`config.mk`:
```
export PLATFORM = sky130hd
export DESIGN_NAME = breakpoint_table_interpolator
export DESIGN_NICKNAME = d
export VERILOG_FILES = /design/src/rtl/core/btbl_pkg.sv /design/src/rtl/core/btbl_table.sv /design/src/rtl/core/btbl_muldiv.sv /design/src/rtl/core/breakpoint_table_interpolator.sv
export SDC_FILE = /design/constraint.sdc
export NUM_CORES = 2
export LEC_CHECK = 0
export BUFFER_PORTS_ARGS = -buffer_cell sky130_fd_sc_hd__buf_2
export CORE_MARGIN = 10
export CORE_UTILIZATION = 25
export DETAILED_ROUTE_END_ITERATION = 8
export PLACE_DENSITY = 0.36
export REMOVE_ABC_BUFFERS = 1
export SYNTH_ARGS = -nofsm -noshare
export SYNTH_HDL_FRONTEND = slang
export SYNTH_SLANG_ARGS = --single-unit
```
`constraint.sdc`:
```
create_clock -name clk -period 6.4 [get_ports clk]
set_input_delay 0.64 -clock clk [delete_from_list [all_inputs] [get_ports clk]]
set_output_delay 0.64 -clock clk [all_outputs]
set_load 0.005 [all_outputs]
```
`src/rtl/core/btbl_pkg.sv`:
```
// ----------------------------------------------------------------------------
// btbl_pkg
// Shared constants, types and default table contents of the breakpoint
// table interpolator.
// ----------------------------------------------------------------------------
package btbl_pkg;

	localparam int DEF_TABLE_DEPTH = 32;
	localparam int TBL_IDX_MAX_W   = 8;
	localparam int DATA_W          = 16;
	localparam int CFG_W           = 6;

	localparam logic [CFG_W-1:0] CFG_RESET = 6'd24;

	localparam logic OP_LOAD  = 1'b0;
	localparam logic OP_QUERY = 1'b1;

	typedef struct packed {
		logic              start;
		logic [DATA_W-1:0] factor;
		logic [DATA_W-1:0] multiplier;
		logic [DATA_W-1:0] divisor;
	} md_req_t;

	typedef struct packed {
		logic              done;
		logic [DATA_W-1:0] quot;
	} md_rsp_t;

	function automatic logic [DATA_W-1:0] default_mach(input logic [TBL_IDX_MAX_W-1:0] idx);
		logic [DATA_W-1:0] v;
		case (idx)
			8'd0:    v = 16'd0;
			8'd1:    v = 16'd1638;
			8'd2:    v = 16'd2458;
			8'd3:    v = 16'd2867;
			8'd4:    v = 16'd3277;
			8'd5:    v = 16'd3482;
			8'd6:    v = 16'd3686;
			8'd7:    v = 16'd3768;
			8'd8:    v = 16'd3891;
			8'd9:    v = 16'd3973;
			8'd10:   v = 16'd4096;
			8'd11:   v = 16'd4178;
			8'd12:   v = 16'd4301;
			8'd13:   v = 16'd4506;
			8'd14:   v = 16'd4710;
			8'd15:   v = 16'd4915;
			8'd16:   v = 16'd5325;
			8'd17:   v = 16'd6144;
			8'd18:   v = 16'd7168;
			8'd19:   v = 16'd8192;
			8'd20:   v = 16'd9216;
			8'd21:   v = 16'd10240;
			8'd22:   v = 16'd12288;
			8'd23:   v = 16'd14336;
			default: v = 16'd0;
		endcase
		return v;
	endfunction

	function automatic logic [DATA_W-1:0] default_drag(input logic [TBL_IDX_MAX_W-1:0] idx);
		logic [DATA_W-1:0] v;
		case (idx)
			8'd0:    v = 16'd8520;
			8'd1:    v = 16'd8520;
			8'd2:    v = 16'd8585;
			8'd3:    v = 16'd8847;
			8'd4:    v = 16'd9503;
			8'd5:    v = 16'd10355;
			8'd6:    v = 16'd12124;
			8'd7:    v = 16'd13763;
			8'd8:    v = 16'd18350;
			8'd9:    v = 16'd21627;
			8'd10:   v = 16'd25887;
			8'd11:   v = 16'd26870;
			8'd12:   v = 16'd27394;
			8'd13:   v = 16'd26870;
			8'd14:   v = 16'd25887;
			8'd15:   v = 16'd24904;
			8'd16:   v = 16'd23265;
			8'd17:   v = 16'd20972;
			8'd18:   v = 16'd19005;
			8'd19:   v = 16'd17564;
			8'd20:   v = 16'd16384;
			8'd21:   v = 16'd15466;
			8'd22:   v = 16'd14090;
			8'd23:   v = 16'd13107;
			default: v = 16'd0;
		endcase
		return v;
	endfunction

endpackage

```
`src/rtl/core/btbl_table.sv`:
```
// ----------------------------------------------------------------------------
// btbl_table
// Breakpoint/drag storage: one write port, one registered read port.
// Entries never written read back their reset defaults.
// ----------------------------------------------------------------------------
module btbl_table #(
	parameter int TABLE_DEPTH = btbl_pkg::DEF_TABLE_DEPTH
) (
	input  logic                          clk,
	input  logic                          arst_n,
	input  logic                          wr_en,
	input  logic [$clog2(TABLE_DEPTH)-1:0] wr_addr,
	input  logic [btbl_pkg::DATA_W-1:0]   wr_mach,
	input  logic [btbl_pkg::DATA_W-1:0]   wr_drag,
	input  logic [$clog2(TABLE_DEPTH)-1:0] rd_addr,
	output logic [btbl_pkg::DATA_W-1:0]   rd_mach,
	output logic [btbl_pkg::DATA_W-1:0]   rd_drag
);

	localparam int IDX_W = $clog2(TABLE_DEPTH);

	logic [btbl_pkg::DATA_W-1:0] mach_mem [TABLE_DEPTH];
	logic [btbl_pkg::DATA_W-1:0] drag_mem [TABLE_DEPTH];
	logic [TABLE_DEPTH-1:0]      valid_q;
	logic                        rd_valid_q;
	logic [IDX_W-1:0]            rd_addr_q;
	logic [btbl_pkg::DATA_W-1:0] rd_mach_q;
	logic [btbl_pkg::DATA_W-1:0] rd_drag_q;

	always_ff @(posedge clk) begin
		if (wr_en) begin
			mach_mem[wr_addr] <= wr_mach;
			drag_mem[wr_addr] <= wr_drag;
		end
		rd_mach_q <= mach_mem[rd_addr];
		rd_drag_q <= drag_mem[rd_addr];
		rd_addr_q <= rd_addr;
	end

	always_ff @(posedge clk or negedge arst_n) begin
		if (!arst_n) begin
			valid_q    <= '0;
			rd_valid_q <= 1'b0;
		end else begin
			if (wr_en)
				valid_q[wr_addr] <= 1'b1;
			rd_valid_q <= valid_q[rd_addr];
		end
	end

	assign rd_mach = rd_valid_q ? rd_mach_q
		: btbl_pkg::default_mach(btbl_pkg::TBL_IDX_MAX_W'(rd_addr_q));
	assign rd_drag = rd_valid_q ? rd_drag_q
		: btbl_pkg::default_drag(btbl_pkg::TBL_IDX_MAX_W'(rd_addr_q));

endmodule

```
`src/rtl/core/btbl_muldiv.sv`:
```
// ----------------------------------------------------------------------------
// btbl_muldiv
// Bit-serial unit: factor * multiplier by shift-add, then restoring division
// of the 32-bit product by the divisor, one bit per cycle each.
// ----------------------------------------------------------------------------
module btbl_muldiv (
	input  logic              clk,
	input  logic              arst_n,
	input  btbl_pkg::md_req_t req,
	output btbl_pkg::md_rsp_t rsp
);

	localparam int W     = btbl_pkg::DATA_W;
	localparam int CNT_W = $clog2(W);

	logic             busy_q;
	logic             div_q;
	logic             done_q;
	logic [CNT_W-1:0] cnt_q;
	logic [W-1:0]     mcand_q;
	logic [W-1:0]     span_q;
	logic [W-1:0]     hi_q;
	logic [W-1:0]     lo_q;
	logic [W:0]       mul_sum;
	logic [W:0]       trial;
	logic             qbit;

	assign mul_sum = {1'b0, hi_q} + (lo_q[0] ? {1'b0, mcand_q} : '0);
	assign trial   = {hi_q, lo_q[W-1]};
	assign qbit    = trial >= {1'b0, span_q};

	always_ff @(posedge clk or negedge arst_n) begin
		if (!arst_n) begin
			busy_q <= 1'b0;
			div_q  <= 1'b0;
			done_q <= 1'b0;
			cnt_q  <= '0;
		end else begin
			done_q <= 1'b0;
			if (req.start) begin
				busy_q <= 1'b1;
				div_q  <= 1'b0;
				cnt_q  <= '0;
			end else if (busy_q) begin
				cnt_q <= cnt_q + CNT_W'(1);
				if (cnt_q == CNT_W'(W - 1)) begin
					if (div_q) begin
						busy_q <= 1'b0;
						done_q <= 1'b1;
					end else begin
						div_q <= 1'b1;
					end
				end
			end
		end
	end

	always_ff @(posedge clk) begin
		if (req.start) begin
			mcand_q <= req.factor;
			span_q  <= req.divisor;
			hi_q    <= '0;
			lo_q    <= req.multiplier;
		end else if (busy_q) begin
			if (!div_q) begin
				hi_q <= mul_sum[W:1];
				lo_q <= {mul_sum[0], lo_q[W-1:1]};
			end else begin
				hi_q <= qbit ? W'(trial - {1'b0, span_q}) : trial[W-1:0];
				lo_q <= {lo_q[W-2:0], qbit};
			end
		end
	end

	assign rsp.done = done_q;
	assign rsp.quot = lo_q;

endmodule

```
`src/rtl/core/breakpoint_table_interpolator.sv`:
```
// A load word writes its table entry on accept. A query at or below the first point
// returns the first drag value, at or above the last point in use the last one;
// else a table scan (one table read per cycle) and serial mul/div interpolate it.
// One word in flight; input stalls until the result sits in the output register.
// arst_n clears control, restores the default table and sets points_in_use to 24.
// ----------------------------------------------------------------------------
// breakpoint_table_interpolator
// Piecewise linear drag lookup over a Mach breakpoint table with clamping.
// ----------------------------------------------------------------------------
module breakpoint_table_interpolator #(
	parameter int TABLE_DEPTH = btbl_pkg::DEF_TABLE_DEPTH
) (
	input  logic                        clk,
	input  logic                        arst_n,
	input  logic                        cfg_wr_en,
	input  logic [btbl_pkg::CFG_W-1:0]  cfg_wr_data,
	input  logic                        item_valid,
	output logic                        item_stall,
	input  logic                        op,
	input  logic [4:0]                  entry_index,
	input  logic [btbl_pkg::DATA_W-1:0] mach_value,
	input  logic [btbl_pkg::DATA_W-1:0] drag_value,
	output logic                        result_valid,
	input  logic                        result_stall,
	output logic [btbl_pkg::DATA_W-1:0] drag_result
);

	localparam int IDX_W = $clog2(TABLE_DEPTH);
	localparam int CNT_W = $clog2(TABLE_DEPTH + 1);
	localparam int W     = btbl_pkg::DATA_W;

	localparam logic [2:0] S_IDLE  = 3'd0;
	localparam logic [2:0] S_FIRST = 3'd1;
	localparam logic [2:0] S_LAST  = 3'd2;
	localparam logic [2:0] S_SCAN  = 3'd3;
	localparam logic [2:0] S_CALC  = 3'd4;
	localparam logic [2:0] S_OUT   = 3'd5;

	logic [2:0]                 state_q;
	logic [btbl_pkg::CFG_W-1:0] points_q;
	logic [CNT_W-1:0]           n_eff;
	logic [IDX_W-1:0]           last_idx;
	logic [IDX_W-1:0]           rd_addr;
	logic [IDX_W-1:0]           scan_idx_q;
	logic [W-1:0]               rd_mach;
	logic [W-1:0]               rd_drag;
	logic [W-1:0]               query_q;
	logic [W-1:0]               prev_m_q;
	logic [W-1:0]               prev_d_q;
	logic                       neg_q;
	logic [W-1:0]               res_q;
	logic                       result_valid_q;
	logic [W-1:0]               drag_result_q;
	logic                       item_acc;
	logic                       wr_en;
	logic                       found;
	logic                       out_load;
	btbl_pkg::md_req_t          md_req;
	btbl_pkg::md_rsp_t          md_rsp;

	assign item_stall = state_q != S_IDLE;
	assign item_acc   = item_valid && !item_stall;
	assign wr_en      = item_acc && op == btbl_pkg::OP_LOAD && int'(entry_index) < TABLE_DEPTH;
	assign found      = query_q <= rd_mach;
	assign out_load   = state_q == S_OUT && (!result_valid_q || !result_stall);

	always_comb begin
		if (points_q < btbl_pkg::CFG_W'(2))
			n_eff = CNT_W'(2);
		else if (int'(points_q) > TABLE_DEPTH)
			n_eff = CNT_W'(TABLE_DEPTH);
		else
			n_eff = CNT_W'(points_q);
	end
	assign last_idx = IDX_W'(n_eff - CNT_W'(1));

	always_comb begin
		case (state_q)
			S_FIRST: rd_addr = last_idx;
			S_LAST:  rd_addr = IDX_W'(1);
			S_SCAN:  rd_addr = scan_idx_q + IDX_W'(1);
			default: rd_addr = '0;
		endcase
	end

	always_comb begin
		md_req.start      = state_q == S_SCAN && found;
		md_req.factor     = (rd_drag < prev_d_q) ? prev_d_q - rd_drag : rd_drag - prev_d_q;
		md_req.multiplier = query_q - prev_m_q;
		md_req.divisor    = rd_mach - prev_m_q;
	end

	btbl_table #(
		.TABLE_DEPTH(TABLE_DEPTH)
	) u_table (
		.clk    (clk),
		.arst_n (arst_n),
		.wr_en  (wr_en),
		.wr_addr(IDX_W'(entry_index)),
		.wr_mach(mach_value),
		.wr_drag(drag_value),
		.rd_addr(rd_addr),
		.rd_mach(rd_mach),
		.rd_drag(rd_drag)
	);

	btbl_muldiv u_muldiv (
		.clk   (clk),
		.arst_n(arst_n),
		.req   (md_req),
		.rsp   (md_rsp)
	);

	always_ff @(posedge clk or negedge arst_n) begin
		if (!arst_n) begin
			state_q        <= S_IDLE;
			points_q       <= btbl_pkg::CFG_RESET;
			result_valid_q <= 1'b0;
		end else begin
			if (cfg_wr_en)
				points_q <= cfg_wr_data;
			if (out_load)
				result_valid_q <= 1'b1;
			else if (!result_stall)
				result_valid_q <= 1'b0;
			case (state_q)
				S_IDLE: begin
					if (item_acc && op == btbl_pkg::OP_QUERY)
						state_q <= S_FIRST;
				end
				S_FIRST: begin
					state_q <= found ? S_OUT : S_LAST;
				end
				S_LAST: begin
					state_q <= (query_q >= rd_mach) ? S_OUT : S_SCAN;
				end
				S_SCAN: begin
					if (found)
						state_q <= S_CALC;
				end
				S_CALC: begin
					if (md_rsp.done)
						state_q <= S_OUT;
				end
				S_OUT: begin
					if (out_load)
						state_q <= S_IDLE;
				end
				default: state_q <= S_IDLE;
			endcase
		end
	end

	always_ff @(posedge clk) begin
		if (item_acc)
			query_q <= mach_value;
		if (out_load)
			drag_result_q <= res_q;
		case (state_q)
			S_FIRST: begin
				res_q    <= rd_drag;
				prev_m_q <= rd_mach;
				prev_d_q <= rd_drag;
			end
			S_LAST: begin
				res_q      <= rd_drag;
				scan_idx_q <= IDX_W'(1);
			end
			S_SCAN: begin
				if (found) begin
					neg_q <= rd_drag < prev_d_q;
				end else begin
					prev_m_q   <= rd_mach;
					prev_d_q   <= rd_drag;
					scan_idx_q <= scan_idx_q + IDX_W'(1);
				end
			end
			S_CALC: begin
				if (md_rsp.done)
					res_q <= neg_q ? prev_d_q - md_rsp.quot : prev_d_q + md_rsp.quot;
			end
			default: ;
		endcase
	end

	assign result_valid = result_valid_q;
	assign drag_result  = drag_result_q;

endmodule

```
# Word-level counts from Yosys, hierarchy flattened
# Memory sizes are Yosys's and may differ from the RTL's. A register that Yosys moved wholly into a read port is not among the register bits.
# Cells that the tools add are included.
# word_totals
ff_bits	200
ram_bits	1024
rom_bits	928
wordCells	131
mem_count	4
# op_classes
add_sub_neg	11
order_cmp	9
n_eq_ne	12
n_mux	49
n_bitwise	2
n_reduce_logical	24
# memory_table
name	depth	word_bits	read_ports	rd_ports_with_merged_regs	write_ports	line_no	rtl
u_table.drag_mem	32	16	1	1	1	btbl_table.sv:23	logic [btbl_pkg::DATA_W-1:0] drag_mem [TABLE_DEPTH];
u_table.mach_mem	32	16	1	1	1	btbl_table.sv:22	logic [btbl_pkg::DATA_W-1:0] mach_mem [TABLE_DEPTH];
(no name shown)	32	15	1	1	0	btbl_pkg.sv:64	case (idx)
(no name shown)	32	14	1	1	0	btbl_pkg.sv:32	case (idx)
# ops
op	count
16-bit two-way mux	13
16-bit one-hot mux with 2 select lines	3
16-bit subtractor	6
32-bit OR	1
3-bit two-way mux	6
3-bit one-hot mux with 6 select lines	1
16-bit by 16-bit adder with 17-bit output	1
17-bit by 16-bit greater-or-equal comparator with 1-bit output	1
1-bit two-way mux	17
16-bit adder	1
16-bit greater-or-equal comparator	1
16-bit less-or-equal comparator	1
16-bit less-than comparator	1
5-bit two-way mux	3
5-bit one-hot mux with 3 select lines	1
5-bit by 6-bit less-than comparator with 1-bit output (second input constant)	2
5-bit one-hot mux with 2 select lines	1
2-bit AND reduction	5
2-bit nonzero test	5
4-bit two-way mux	2
2-bit inequality test (second input constant)	4
3-bit by 2-bit equality test with 1-bit output (second input constant)	2
3-bit equality test (second input constant)	2
6-bit > comparator (second input constant)	1
other kinds (18)	26

# Logic depth before layout (Yosys ltp)
# depth
word_depth	7
mapped_depth	17
mapped_depth_nobuf	15

# Hierarchy
# A second synthesis with hierarchy kept.
# unflattened
hier_cells	3849
hier_area_um2	56436.6
# by_module_without_submodules
mod	n_inst	cells_per_inst	area_per_inst_um2	seq_area_each_um2
btbl_table	1	2525	43668.1	32796.5
breakpoint_table_interpolator	1	844	8040.2	2835.2
btbl_muldiv	1	480	4728.3	1936.9

# Worst setup path after synthesis
# Ideal clock, no wire load.
# synth_timing
path_kind	flip-flop to flip-flop
startpoint	register u_table.rd_valid_q
endpoint	register prev_d_q[0] (enable)
setup_time_ns	0.466
t_arrival_ns	4.860
slack_ns	1.075
path_stages_with_launch	12
path_buffers	3
period_less_slack_ns	5.325
path_cell_list	dfrtp_1 > clkbuf_1 > clkbuf_1 > clkbuf_1 > mux2i_1 > ha_1 > nand4_1 > nor2_1 > o21ai_0 > o221ai_1 > nand2_1 > o21ai_0
# synth_between
elab_chain_len	4
# synth_lines
element	line_no	rtl
start: declaration	btbl_table.sv:25	logic rd_valid_q;
start signal: assignment	btbl_table.sv:47	rd_valid_q <= valid_q[rd_addr];
16-bit two-way mux	btbl_table.sv:51	assign rd_mach = rd_valid_q ? rd_mach_q
16-bit less-or-equal comparator	breakpoint_table_interpolator.sv:64	assign found = query_q <= rd_mach;
2-bit inequality test (no source line)	n/a	
2-bit AND reduction (no source line)	n/a	
end signal: assignment	breakpoint_table_interpolator.sv:163	prev_d_q <= rd_drag;
end signal: assignment	breakpoint_table_interpolator.sv:174	prev_d_q <= rd_drag;
end: declaration	breakpoint_table_interpolator.sv:49	logic [W-1:0] prev_d_q;
# No other way between the ends.
# A chain may end at the register's enable or synchronous reset.

# Worst setup path in the final report
# layout_timing
startpoint	register u_table.rd_valid_q
endpoint	register u_muldiv.lo_q[10] (data pin)
# layout_between
elab_chain_len	4
# layout_lines
element	line_no	rtl
16-bit two-way mux	btbl_table.sv:51	
16-bit less-or-equal comparator	breakpoint_table_interpolator.sv:64	
1-bit logical AND	breakpoint_table_interpolator.sv:87	md_req.start = state_q == S_SCAN && found;
16-bit two-way mux	btbl_muldiv.sv:59	if (req.start) begin
end signal: assignment	btbl_muldiv.sv:63	lo_q <= req.multiplier;
end signal: assignment	btbl_muldiv.sv:67	lo_q <= {mul_sum[0], lo_q[W-1:1]};
end signal: assignment	btbl_muldiv.sv:70	lo_q <= {lo_q[W-2:0], qbit};
end: declaration	btbl_muldiv.sv:23	logic [W-1:0] lo_q;
# No other way between the ends.

==> out/qor.txt <==
Status - complete, no violations
CP max FO - 39
FF-to-FF Start - u_table.rd_valid_q
Area contributors post-synth - edfxtp_1, mux4_2, ha_1, dfxtp_1, nand2_1
GP Congestion - 0.776
Max rail drop VDD - 0.000266 V
DR WL/cell - 25.3 um
Total power - 0.0273 W
Share of cells above drive strength 1 - 19.3%
DR vias/cell - 4.54
Final period util - 74.9%
Pre-antenna DRT Iters - 5
Max cap viols - 0
Synth-to-layout area growth - 16.5%
Slew HR - 31.5%
Async SR Flop Fraction - 3.89%
#FFs+latches synth - 1285
Core Region - 220000 sq um
Cell variety after synth - 81
Clock Tree Buf Depth - 3
# rows - 172
Latest clock arrival within the worst-skew pair - 0.79 ns
FF-to-FF path depth - 12
Post-Layout Cell Count - 6746
Initial core utilization - 25.1%
Most frequent cell after synthesis - edfxtp_1
Total track usage - 13.9%
Clock Skew - 0.0378 ns
Max frequency - 0.208 GHz
# port buffers - 66
Worst Hold Class - in2reg
Total wire length - 171 mm
Synth area leader - edfxtp_1
Max-slew violation total from the final report - 0
Setup Fix Bufs, Post-CTS - 0
Endpoints failing hold - 0
Area of the die - 240000 sq um
Leakage - 21.7 nW
Total CTS buffers - 151
Number of enable flip-flop cells after synthesis - 1158
Power Density - 425 nW/um^2
Hold buffer count at CTS - 1
Synthesized area per cell - 15.6 sq um
Ys Warns - 0
Drc violations - 0
Initial DRC count - 2138
Final min period - 4.80 ns
Via count of the first global-routing pass - 32200
ANT nets after route - 0
Fin util - 29.3%
# IOs - 67
Post-CTS sizing - 0
Ys flop type - edfxtp_1
Reg2reg end - u_muldiv.lo_q[10]
CP required - 6.88 ns
Mapped cell area - 55200 sq um
Final setup fails - 0
Largest net degree at the start of global routing - 92
GRT Residual Overflow - 0
Crit. Startpoint - u_table.rd_valid_q
Chip Width - 490 um
Reg2Reg Setup Slack - 1.60 ns
WP data arrival - 5.28 ns
DR vias - 30600
DP HPWL - 109 mm
CTS Sinks - 1285
Worst-path clk slew - 0.05 ns
Slew @ Worst Pin - 1.03 ns
Critical Path End Type - register
Nets - 3855
RSZ-0062 raised after global routing - false
Crit Path Class - reg2reg
Inst Count DP - 6466
Critical path destination - u_muldiv.lo_q[10]
Most instantiated cells after synthesis - edfxtp_1, nand2_1, mux4_2
Die height - 490 um
Register area share after synthesis - 68.0%
First-pass GRT wire length - 245 mm
Worst Setup Start Kind - register
Cells after Synth - 3540
Initial antenna violation count - 12
CTS Root Buffer Type - clkbuf_16
Post-synth top area share - 63.0%
CTS tree - done
Max H-tree Level - 4
## critical path, stage by stage, from the launching register on
cell      delay, ns
dfrtp_2        0.93
mux2i_1        0.34
ha_1           0.29
a211o_1        0.30
a21oi_1        0.13
o211a_1        0.17
o221ai_1       0.30
nand2_1        0.32
nand3_1        0.15
inv_2          0.66
buf_4          0.51
o21ai_0        0.19
a21boi_0       0.16
## per-stage QoR
step	instance area (sq um)	setup TNS (ns)	setup slack, ns	hold slack (ns)
floorplan	54400	-97.83	-2.72	0.344
global placement	59500	0	1.62	0.401
detailed placement	59500	0	1.55	0.405
CTS	64300	0	1.53	0.0579
global route	64300	0	1.28	0.0862
finish	64300	0	1.60	0.125
## placed cells by master, fill, tap and decap left out, drive strengths merged, types with 100 or more instances in the layout
cell    synthesis  routed
clkbuf         78     207
nor2          172     172
nand3         202     202
edfxtp       1158    1158
ha            137     137
nand2         407     407
inv           112     122
buf            91     137
o21ai         120     120
mux4          264     264
a21oi         100     100
## cells by family after synthesis
kind of cell | after synthesis | share of synthesized area [%]
muxes | 334 | 12.1
and+or+nand+nor | 993 | 8.14
xor gates and xnor gates | 91 | 1.44
DFF | 1285 | 68.0
AOI/OAI and AO/OA | 410 | 4.72
adders and majority gates | 144 | 3.36
buffers and inverters | 283 | 2.21
## routing by layer
metal / GRT usage, % / vias to the layer above / routed length (um)
met3: 1.97 / 211 / 5830
li1: - / 13900 / -
met1: 18.8 / 16000 / 77500
met2: 23.5 / 546 / 84100
met5: 0 / - / 13
met4: 3.21 / 2 / 3430
## worst min path at each step
stage                               from         endpoint  slack, ns  cells after the start
after floorplan                   arst_n      points_q[0]       0.34                      0
after global placement          res_q[7]   drag_result[7]       0.40                      0
after detailed placement       res_q[10]  drag_result[10]       0.40                      0
after CTS                 cfg_wr_data[0]      points_q[0]       0.06                      2
after global routing      cfg_wr_data[0]      points_q[0]       0.09                      2
final                     cfg_wr_data[0]      points_q[0]       0.13                      2
## registers in the layout, indices dropped and copies added, names as in the netlist, 3 cells and up, named ones only
| register | cells |
|---|---|
| prev_d_q | 16 |
| u_table.mach_mem | 512 |
| u_muldiv.hi_q | 16 |
| u_muldiv.span_q | 16 |
| query_q | 16 |
| u_muldiv.cnt_q | 4 |
| drag_result | 16 |
| scan_idx_q | 5 |
| res_q | 16 |
| u_table.rd_mach_q | 16 |
| points_q | 6 |
| u_table.valid_q | 32 |
| u_table.rd_drag_q | 16 |
| u_muldiv.lo_q | 16 |
| u_muldiv.mcand_q | 16 |
| u_table.drag_mem | 512 |
| prev_m_q | 16 |
| state_q | 3 |
## where the power goes
group	internal, W	total (W)	switching, W
logic	0.00334	0.00843	0.00509
registers	0.00994	0.0104	0.000492
clock network	0.00488	0.00846	0.00358
## final cells by class
type / instances / area [sq um]
Antenna cell: 7 / 17.5
Clock buffer: 207 / 4170
Clock inverter: 65 / 654
Inverter: 114 / 445
Fill cell: 22000 / 155000
Timing Repair Buffer: 138 / 1020
Tap cell: 2958 / 3700
Multi-Input combinational cell: 1972 / 16700
Sequential cell: 1285 / 37600
Note: power is estimated with default switching activity, not from simulation.
